**src/erw_pkg.sv**
```systemverilog
// Shared types and codes for the edge reservation work area block.
package erw_pkg;

  localparam int unsigned CoordW = 16;
  localparam int unsigned SumW   = CoordW + 1;
  localparam int unsigned EdgeW  = CoordW + 2;
  localparam int unsigned OpW    = 3;
  localparam int unsigned CfgIdxW = 3;

  typedef enum logic [OpW-1:0] {
    OP_LEFT   = 3'd0,
    OP_RIGHT  = 3'd1,
    OP_TOP    = 3'd2,
    OP_BOTTOM = 3'd3,
    OP_FINISH = 3'd4
  } op_e;

  typedef enum logic [CfgIdxW-1:0] {
    CFG_AREA_LEFT   = 3'd0,
    CFG_AREA_TOP    = 3'd1,
    CFG_AREA_WIDTH  = 3'd2,
    CFG_AREA_HEIGHT = 3'd3,
    CFG_ROOT_WIDTH  = 3'd4,
    CFG_ROOT_HEIGHT = 3'd5
  } cfg_idx_e;

  typedef struct packed {
    logic signed [EdgeW-1:0] edge_pos;
    logic [SumW-1:0]         lo;
    logic [SumW-1:0]         hi;
    logic [SumW-1:0]         span_lo;
    logic [SumW-1:0]         span_hi;
    logic [CoordW-1:0]       s0;
    logic [CoordW-1:0]       s1;
    logic                    far_side;
  } side_geo_t;

endpackage

```
**src/erw_side_max.sv**
```systemverilog
// Running maximum of the reservation on one side of the screen area.
module erw_side_max (
  input  logic                         clk_i,
  input  logic                         rst_ni,
  input  logic                         upd_i,
  input  logic                         clr_i,
  input  erw_pkg::side_geo_t           geo_i,
  output logic [erw_pkg::CoordW-1:0]   max_o
);

  logic [erw_pkg::CoordW-1:0]        max_q, max_d;
  logic                              edge_in;
  logic                              span_ok;
  logic [erw_pkg::SumW-1:0]          ov_lo, ov_hi;
  logic signed [erw_pkg::EdgeW-1:0]  lo_s, hi_s, amount;
  logic [erw_pkg::CoordW-1:0]        amount_c;

  always_comb begin
    lo_s = $signed({1'b0, geo_i.lo});
    hi_s = $signed({1'b0, geo_i.hi});
    edge_in = (geo_i.edge_pos >= lo_s) && (geo_i.edge_pos <= hi_s);
    ov_lo = ({1'b0, geo_i.s0} > geo_i.span_lo) ? {1'b0, geo_i.s0} : geo_i.span_lo;
    ov_hi = ({1'b0, geo_i.s1} < geo_i.span_hi) ? {1'b0, geo_i.s1} : geo_i.span_hi;
    span_ok = ov_hi > ov_lo;
    amount = geo_i.far_side ? (hi_s - geo_i.edge_pos) : (geo_i.edge_pos - lo_s);
    amount_c = amount[erw_pkg::CoordW-1:0];
  end

  always_comb begin
    max_d = max_q;
    if (clr_i) begin
      max_d = '0;
    end else if (upd_i && edge_in && span_ok && (amount_c > max_q)) begin
      max_d = amount_c;
    end
  end

  always_ff @(posedge clk_i or negedge rst_ni) begin
    if (!rst_ni) begin
      max_q <= '0;
    end else begin
      max_q <= max_d;
    end
  end

  assign max_o = max_q;

endmodule

```
**src/edge_reservation_workarea.sv**
```systemverilog
// Top level of the edge reservation work area block.
// Takes one item per cycle on the input channel while no finish item waits. An
// accepted item is held in an input register and evaluated there against the four
// side maxima. A finish item passes from the input register into the result
// register, which offers its result on the output channel. A finish item waits in
// the input register only while the result register holds an untaken result;
// reservation items never wait. Configuration writes are registered and apply to
// the item evaluated after them.
module edge_reservation_workarea (
  input  logic                                clk_i,
  input  logic                                rst_ni,
  input  logic                                in_valid_i,
  output logic                                in_ready_o,
  input  logic [erw_pkg::OpW-1:0]             operation_i,
  input  logic [erw_pkg::CoordW-1:0]          extent_i,
  input  logic [erw_pkg::CoordW-1:0]          span_start_i,
  input  logic [erw_pkg::CoordW-1:0]          span_end_i,
  output logic                                out_valid_o,
  input  logic                                out_ready_i,
  output logic [erw_pkg::SumW-1:0]            work_x_o,
  output logic [erw_pkg::SumW-1:0]            work_y_o,
  output logic signed [erw_pkg::EdgeW-1:0]    work_w_o,
  output logic signed [erw_pkg::EdgeW-1:0]    work_h_o,
  input  logic                                cfg_we_i,
  input  logic [erw_pkg::CfgIdxW-1:0]         cfg_index_i,
  input  logic [erw_pkg::CoordW-1:0]          cfg_wdata_i
);

  logic [erw_pkg::CoordW-1:0] area_left_q, area_top_q, area_width_q, area_height_q;
  logic [erw_pkg::CoordW-1:0] root_width_q, root_height_q;

  logic                       stg_valid_q, stg_valid_d;
  erw_pkg::op_e               stg_op_q;
  logic [erw_pkg::CoordW-1:0] stg_ext_q, stg_s0_q, stg_s1_q;

  logic                       out_valid_q, out_valid_d;
  logic [erw_pkg::SumW-1:0]   work_x_q, work_y_q;
  logic [erw_pkg::EdgeW-1:0]  work_w_q, work_h_q;

  logic in_xfer, adv, fin_adv;
  logic [erw_pkg::CoordW-1:0] max_left, max_right, max_top, max_bottom;
  erw_pkg::side_geo_t geo_left, geo_right, geo_top, geo_bottom;
  logic [erw_pkg::SumW-1:0] x_hi, y_hi;

  // Configuration registers
  always_ff @(posedge clk_i or negedge rst_ni) begin
    if (!rst_ni) begin
      area_left_q   <= '0;
      area_top_q    <= '0;
      area_width_q  <= '0;
      area_height_q <= '0;
      root_width_q  <= '0;
      root_height_q <= '0;
    end else if (cfg_we_i) begin
      case (cfg_index_i)
        erw_pkg::CFG_AREA_LEFT:   area_left_q   <= cfg_wdata_i;
        erw_pkg::CFG_AREA_TOP:    area_top_q    <= cfg_wdata_i;
        erw_pkg::CFG_AREA_WIDTH:  area_width_q  <= cfg_wdata_i;
        erw_pkg::CFG_AREA_HEIGHT: area_height_q <= cfg_wdata_i;
        erw_pkg::CFG_ROOT_WIDTH:  root_width_q  <= cfg_wdata_i;
        erw_pkg::CFG_ROOT_HEIGHT: root_height_q <= cfg_wdata_i;
        default: ;
      endcase
    end
  end

  // Handshake and stage control
  assign adv = stg_valid_q &&
               ((stg_op_q != erw_pkg::OP_FINISH) || !out_valid_q || out_ready_i);
  assign fin_adv    = adv && (stg_op_q == erw_pkg::OP_FINISH);
  assign in_ready_o = !stg_valid_q || adv;
  assign in_xfer    = in_valid_i && in_ready_o;

  always_comb begin
    stg_valid_d = stg_valid_q;
    if (in_xfer) begin
      stg_valid_d = 1'b1;
    end else if (adv) begin
      stg_valid_d = 1'b0;
    end
    out_valid_d = out_valid_q;
    if (fin_adv) begin
      out_valid_d = 1'b1;
    end else if (out_ready_i) begin
      out_valid_d = 1'b0;
    end
  end

  always_ff @(posedge clk_i or negedge rst_ni) begin
    if (!rst_ni) begin
      stg_valid_q <= 1'b0;
      out_valid_q <= 1'b0;
    end else begin
      stg_valid_q <= stg_valid_d;
      out_valid_q <= out_valid_d;
    end
  end

  always_ff @(posedge clk_i) begin
    if (in_xfer) begin
      stg_op_q  <= erw_pkg::op_e'(operation_i);
      stg_ext_q <= extent_i;
      stg_s0_q  <= span_start_i;
      stg_s1_q  <= span_end_i;
    end
  end

  // Side geometry
  assign x_hi = {1'b0, area_left_q} + {1'b0, area_width_q};
  assign y_hi = {1'b0, area_top_q} + {1'b0, area_height_q};

  always_comb begin
    geo_left.edge_pos = $signed({2'b00, stg_ext_q});
    geo_left.lo       = {1'b0, area_left_q};
    geo_left.hi       = x_hi;
    geo_left.span_lo  = {1'b0, area_top_q};
    geo_left.span_hi  = y_hi;
    geo_left.s0       = stg_s0_q;
    geo_left.s1       = stg_s1_q;
    geo_left.far_side = 1'b0;

    geo_right          = geo_left;
    geo_right.edge_pos = $signed({2'b00, root_width_q}) - $signed({2'b00, stg_ext_q});
    geo_right.far_side = 1'b1;

    geo_top.edge_pos = $signed({2'b00, stg_ext_q});
    geo_top.lo       = {1'b0, area_top_q};
    geo_top.hi       = y_hi;
    geo_top.span_lo  = {1'b0, area_left_q};
    geo_top.span_hi  = x_hi;
    geo_top.s0       = stg_s0_q;
    geo_top.s1       = stg_s1_q;
    geo_top.far_side = 1'b0;

    geo_bottom          = geo_top;
    geo_bottom.edge_pos = $signed({2'b00, root_height_q}) - $signed({2'b00, stg_ext_q});
    geo_bottom.far_side = 1'b1;
  end

  erw_side_max u_left (
    .clk_i  (clk_i),
    .rst_ni (rst_ni),
    .upd_i  (adv && (stg_op_q == erw_pkg::OP_LEFT)),
    .clr_i  (fin_adv),
    .geo_i  (geo_left),
    .max_o  (max_left)
  );

  erw_side_max u_right (
    .clk_i  (clk_i),
    .rst_ni (rst_ni),
    .upd_i  (adv && (stg_op_q == erw_pkg::OP_RIGHT)),
    .clr_i  (fin_adv),
    .geo_i  (geo_right),
    .max_o  (max_right)
  );

  erw_side_max u_top (
    .clk_i  (clk_i),
    .rst_ni (rst_ni),
    .upd_i  (adv && (stg_op_q == erw_pkg::OP_TOP)),
    .clr_i  (fin_adv),
    .geo_i  (geo_top),
    .max_o  (max_top)
  );

  erw_side_max u_bottom (
    .clk_i  (clk_i),
    .rst_ni (rst_ni),
    .upd_i  (adv && (stg_op_q == erw_pkg::OP_BOTTOM)),
    .clr_i  (fin_adv),
    .geo_i  (geo_bottom),
    .max_o  (max_bottom)
  );

  // Result register
  always_ff @(posedge clk_i) begin
    if (fin_adv) begin
      work_x_q <= {1'b0, area_left_q} + {1'b0, max_left};
      work_y_q <= {1'b0, area_top_q} + {1'b0, max_top};
      work_w_q <= {2'b00, area_width_q} - {2'b00, max_left} - {2'b00, max_right};
      work_h_q <= {2'b00, area_height_q} - {2'b00, max_top} - {2'b00, max_bottom};
    end
  end

  assign out_valid_o = out_valid_q;
  assign work_x_o    = work_x_q;
  assign work_y_o    = work_y_q;
  assign work_w_o    = $signed(work_w_q);
  assign work_h_o    = $signed(work_h_q);

`ifndef SYNTHESIS
  a_fin_gives_result: assert property (@(posedge clk_i) disable iff (!rst_ni)
    fin_adv |=> out_valid_o)
    else $error("finish item did not produce a result");

  a_fin_clears_max: assert property (@(posedge clk_i) disable iff (!rst_ni)
    fin_adv |=> (max_left == '0) && (max_right == '0) &&
                (max_top == '0) && (max_bottom == '0))
    else $error("side maxima not cleared after finish");

  a_no_spurious_result: assert property (@(posedge clk_i) disable iff (!rst_ni)
    (!out_valid_o && !fin_adv) |=> !out_valid_o)
    else $error("result appeared without a finish item");

  a_empty_stage_ready: assert property (@(posedge clk_i) disable iff (!rst_ni)
    !stg_valid_q |-> in_ready_o)
    else $error("input not ready with empty stage");

  a_max_holds_idle: assert property (@(posedge clk_i) disable iff (!rst_ni)
    !adv |=> $stable(max_left) && $stable(max_right) &&
             $stable(max_top) && $stable(max_bottom))
    else $error("side maximum changed without an item");
`endif

endmodule

```
**config.mk**
```make
export PLATFORM = sky130hd
export DESIGN_NAME = edge_reservation_workarea
export DESIGN_NICKNAME = d
export VERILOG_FILES = /design/src/erw_pkg.sv /design/src/erw_side_max.sv /design/src/edge_reservation_workarea.sv
export SDC_FILE = /design/constraint.sdc
export NUM_CORES = 1
export LEC_CHECK = 0
export BUFFER_PORTS_ARGS = -buffer_cell sky130_fd_sc_hd__buf_2
export CAP_MARGIN = 10
export CORE_ASPECT_RATIO = 1.2
export CORE_MARGIN = 3
export CORE_UTILIZATION = 30
export CTS_CLUSTER_SIZE = 30
export DETAILED_ROUTE_END_ITERATION = 10
export HOLD_SLACK_MARGIN = 0.15
export PLACE_DENSITY = 0.54
export SYNTH_ARGS = -nofsm -noshare
export SYNTH_HDL_FRONTEND = slang
export SYNTH_HIERARCHICAL = 1
export SYNTH_SLANG_ARGS = --single-unit
```
**constraint.sdc**
```tcl
create_clock -name clk_i -period 7.93 [get_ports clk_i]
set_clock_uncertainty 0.2 [all_clocks]
set_input_delay 1.586 -clock clk_i [delete_from_list [all_inputs] [get_ports clk_i]]
set_output_delay 1.586 -clock clk_i [all_outputs]
set_load 0.05 [all_outputs]
```
==> impl_metrics.tcl <==
set metrics [dict create \
    outcome "finished clean" \
    dr.first_iter.drc_count 2112 \
    hp-class "reg -> reg" \
    mostFrequentLayoutCell "ha_1" \
    worstPathMaxFanout 24 \
    cts_tree "yes" \
    cts.sinks 283 \
    syn_inst 3918 \
    max_clock_freq_mhz 137.3 \
    post-cts-setup-buffer-count 0 \
    slew_headroom_pct 23.23 \
    drive_gt1_share_pct 13.84 \
    hpwl_mm 98.52 \
    ys.flop_type "dfrtp_1" \
    place_area_um2 37410 \
    powerDensity_nw_per_um2 446.3 \
    place_congestion 0.9510 \
    synth_edf_count 121 \
    clk_latency_ns 0.63 \
    grt_pass1_vias 29300 \
    cts_hold_buffers 0 \
    finalMaxSlewViolations 0 \
    synth_seq_cells 283 \
    synth_area_leaders "ha_1 22%, dfrtp_1 12%, edfxtp_1 11%, inv_1 6.2%, mux2_2 4.9%" \
    ant_nets 0 \
    postLayoutCoreUtil_pct 34.33 \
    rsz0062_at_grt "false" \
    avgSynthCellArea_um2 8.739 \
    start_util_pct 30.30 \
    vias_per_cell 5.257 \
    core_um2 113000 \
    seq_area_frac_synth_pct 22.45 \
    maxCapViolCount 0 \
    grt_use_total_pct 20.57 \
    yosysTopAreaCell "ha_1" \
    tightest_slew_ns 1.144 \
    path_common_cell "ha_1" \
    pin_count 147 \
    fin_nets 4872 \
    path_clk_slew_ns 0.06 \
    period_share_pct 91.85 \
    yosysWarnings 6 \
    p_seq_share_pct 12.3 \
    grt_max_degree 70 \
    hold_viol 0 \
    final_area_um2 38800 \
    dieArea_um2 118200 \
    critical_path.endpoint_type "flop" \
    port_buffers 146 \
    clock_path_buffers 3 \
    root_buffer "clkbuf_16" \
    synth_top_area_share_pct 22.36 \
    antenna_found_initial 9 \
    grt_overflow 0 \
    fillers 11770 \
    setup_viol 0 \
    cp_slowest_cell "nand4_2" \
    cts.htree.levels 2 \
    p_switching_mw 8.944 \
    peakVddDrop_mv 0.1978 \
    swShare_pct 51.65 \
    area_growth_pct 13.31 \
    p_int_mw 8.372 \
    worst_path_largest_cell_delay_ns 0.68 \
    crit_buf_inv 4 \
    cp.arrival_ns 7.55 \
    fp-row-count 135 \
    cts_resized 0 \
    p_comb_share_pct 76.7 \
    numCtsBuffers 40 \
    routed_wl_mm 125.4 \
    routedWlPerCell_um 21.97 \
    crit_path_start_kind "flop" \
    critPathTopFamily "simple AND/OR/NAND/NOR gates" \
    p_clk_share_pct 11.0 \
    setup-tns-final_ns 0 \
    vias 30020 \
    drc 0 \
    min_period_ns 7.283 \
    worstSetupPathType "reg -> reg" \
    yosysUniqueCellTypes 112 \
    synthArstFlopShare_pct 57.24 \
    first_pass_iters 5 \
    cp.required_ns 8.19 \
    leakage_nw 18.14 \
    die_w_um 314.4 \
    layout.cells.most_common_list "612 x ha_1, 566 x inv_1, 305 x a21oi_1, 210 x nand2_1, 205 x nor2_1" \
    fp.dieH_um 376.1 \
    synth_area_um2 34240 \
    grt_pass1_wl_mm 184.1 \
]
registers in the layout, indices dropped and copies added (netlist names):
register,flops
work_h_o,18
work_w_o,18
work_x_o,17
work_y_o,17
area_height_q,16
area_left_q,16
area_top_q,16
area_width_q,16
root_height_q,16
root_width_q,16
stg_ext_q,16
stg_s0_q,16
stg_s1_q,16
u_bottom/max_o,16
u_left/max_o,16
u_right/max_o,16
u_top/max_o,16
stg_op_q,3
out_valid_o,1
stg_valid_q,1
logic make-up (layout without fill, tap and decap cells):
group / Yosys count / count (layout) / synth area share (%)
other: 6 / 40 / 0.06577
AOI/OAI and AO/OA: 1061 / 1061 / 21.11
adders and majority gates: 630 / 630 / 23.42
buffers and inverters: 640 / 890 / 7.400
muxes: 239 / 239 / 7.564
and+or+nand+nor: 862 / 862 / 12.95
DFF: 283 / 283 / 22.45
xor gates and xnor gates: 197 / 197 / 5.039
worst register-to-register path, cell delays in order (launching register included):
cell       delay [ns]
dfrtp_1          0.36
ha_1             0.18
inv_1            0.06
fa_1             0.40
nor2b_1          0.13
o21ai_1          0.08
a21boi_1         0.37
o311ai_2         0.19
a21oi_1          0.23
nor2_1           0.07
xnor2_1          0.44
inv_1            0.11
ha_1             0.31
nand4_1          0.08
a2111oi_0        0.31
o31ai_1          0.16
a21oi_2          0.17
buf_4            0.28
mux2_2           0.37
ha_1             0.31
nand4_1          0.18
or2_2            0.35
o221ai_1         0.17
and3_1           0.35
nand4_2          0.69
buf_4            0.45
nor2_2           0.11
a211oi_2         0.05
Yosys cell counts (87+ instances only):
library cell  number
a21o_1           129
edfxtp_1         121
ha_1             612
mux2_2           148
inv_1            566
dfrtp_1          162
xnor2_1          133
a21oi_1          305
mux2i_1           87
nand2_1          210
o21ai_0          154
nor2_1           206
final cells by class:
type | count | area [um^2] | area share (%)
tap | 1507 | 1886 | 4.860
antenna | 3 | 7.507 | 0.01935
multi-input combinational | 3026 | 24190 | 62.35
sequential | 283 | 7687 | 19.81
clock inverter | 25 | 260.3 | 0.6708
clock buffer | 49 | 1117 | 2.880
timing repair buffer | 249 | 1523 | 3.925
inverter | 567 | 2128 | 5.486
power by group through the flow:
| stage | combinational (mW) | sequential, mW | clock [mW] |
|---|---|---|---|
| after global placement | 13.0 | 2.16 | 0 |
| after detailed placement | 13.0 | 2.16 | 0 |
| after global routing | 14.6 | 2.16 | 2.01 |
| after floorplan | 9.38 | 2.21 | 0 |
| after CTS | 13.1 | 2.14 | 1.96 |
| final | 13.3 | 2.14 | 1.90 |
final timing paths:
path,start,cells after the start,slack (ns),to
setup reg to reg,area_height_q[0],27,0.65,u_left/max_o[10]
setup / recovery,area_height_q[0],27,0.65,u_left/max_o[10]
max in group asynchronous,rst_ni,2,5.40,area_height_q[6]
hold reg to reg,root_height_q[0],1,0.31,root_height_q[0]
hold / removal,root_height_q[0],1,0.31,root_height_q[0]
min in group asynchronous,rst_ni,1,0.80,u_left/max_o[11]
metrics by stage:
stage	cells	power (mW)	setup slack, ns	hold WS [ns]
after CTS	5706	17.21	0.7443	0.3152
final	5709	17.32	0.6465	0.3118
after detailed placement	5632	15.19	0.7425	0.3010
after global routing	5706	18.82	0.2361	0.3314
after global placement	5632	15.12	0.7691	0.2936
after floorplan	3949	11.60	1.228	0.2794
per-layer routing:
metal / GRT usage, % / up-vias / wire (um)
li1: - / 14600 / -
met1: 25.08 / 14330 / 52760
met2: 35.23 / 817 / 59410
met3: 2.843 / 268 / 6148
met4: 10.51 / 2 / 7094
met5: 0 / - / 17
Power figures use the tool's default switching activity.
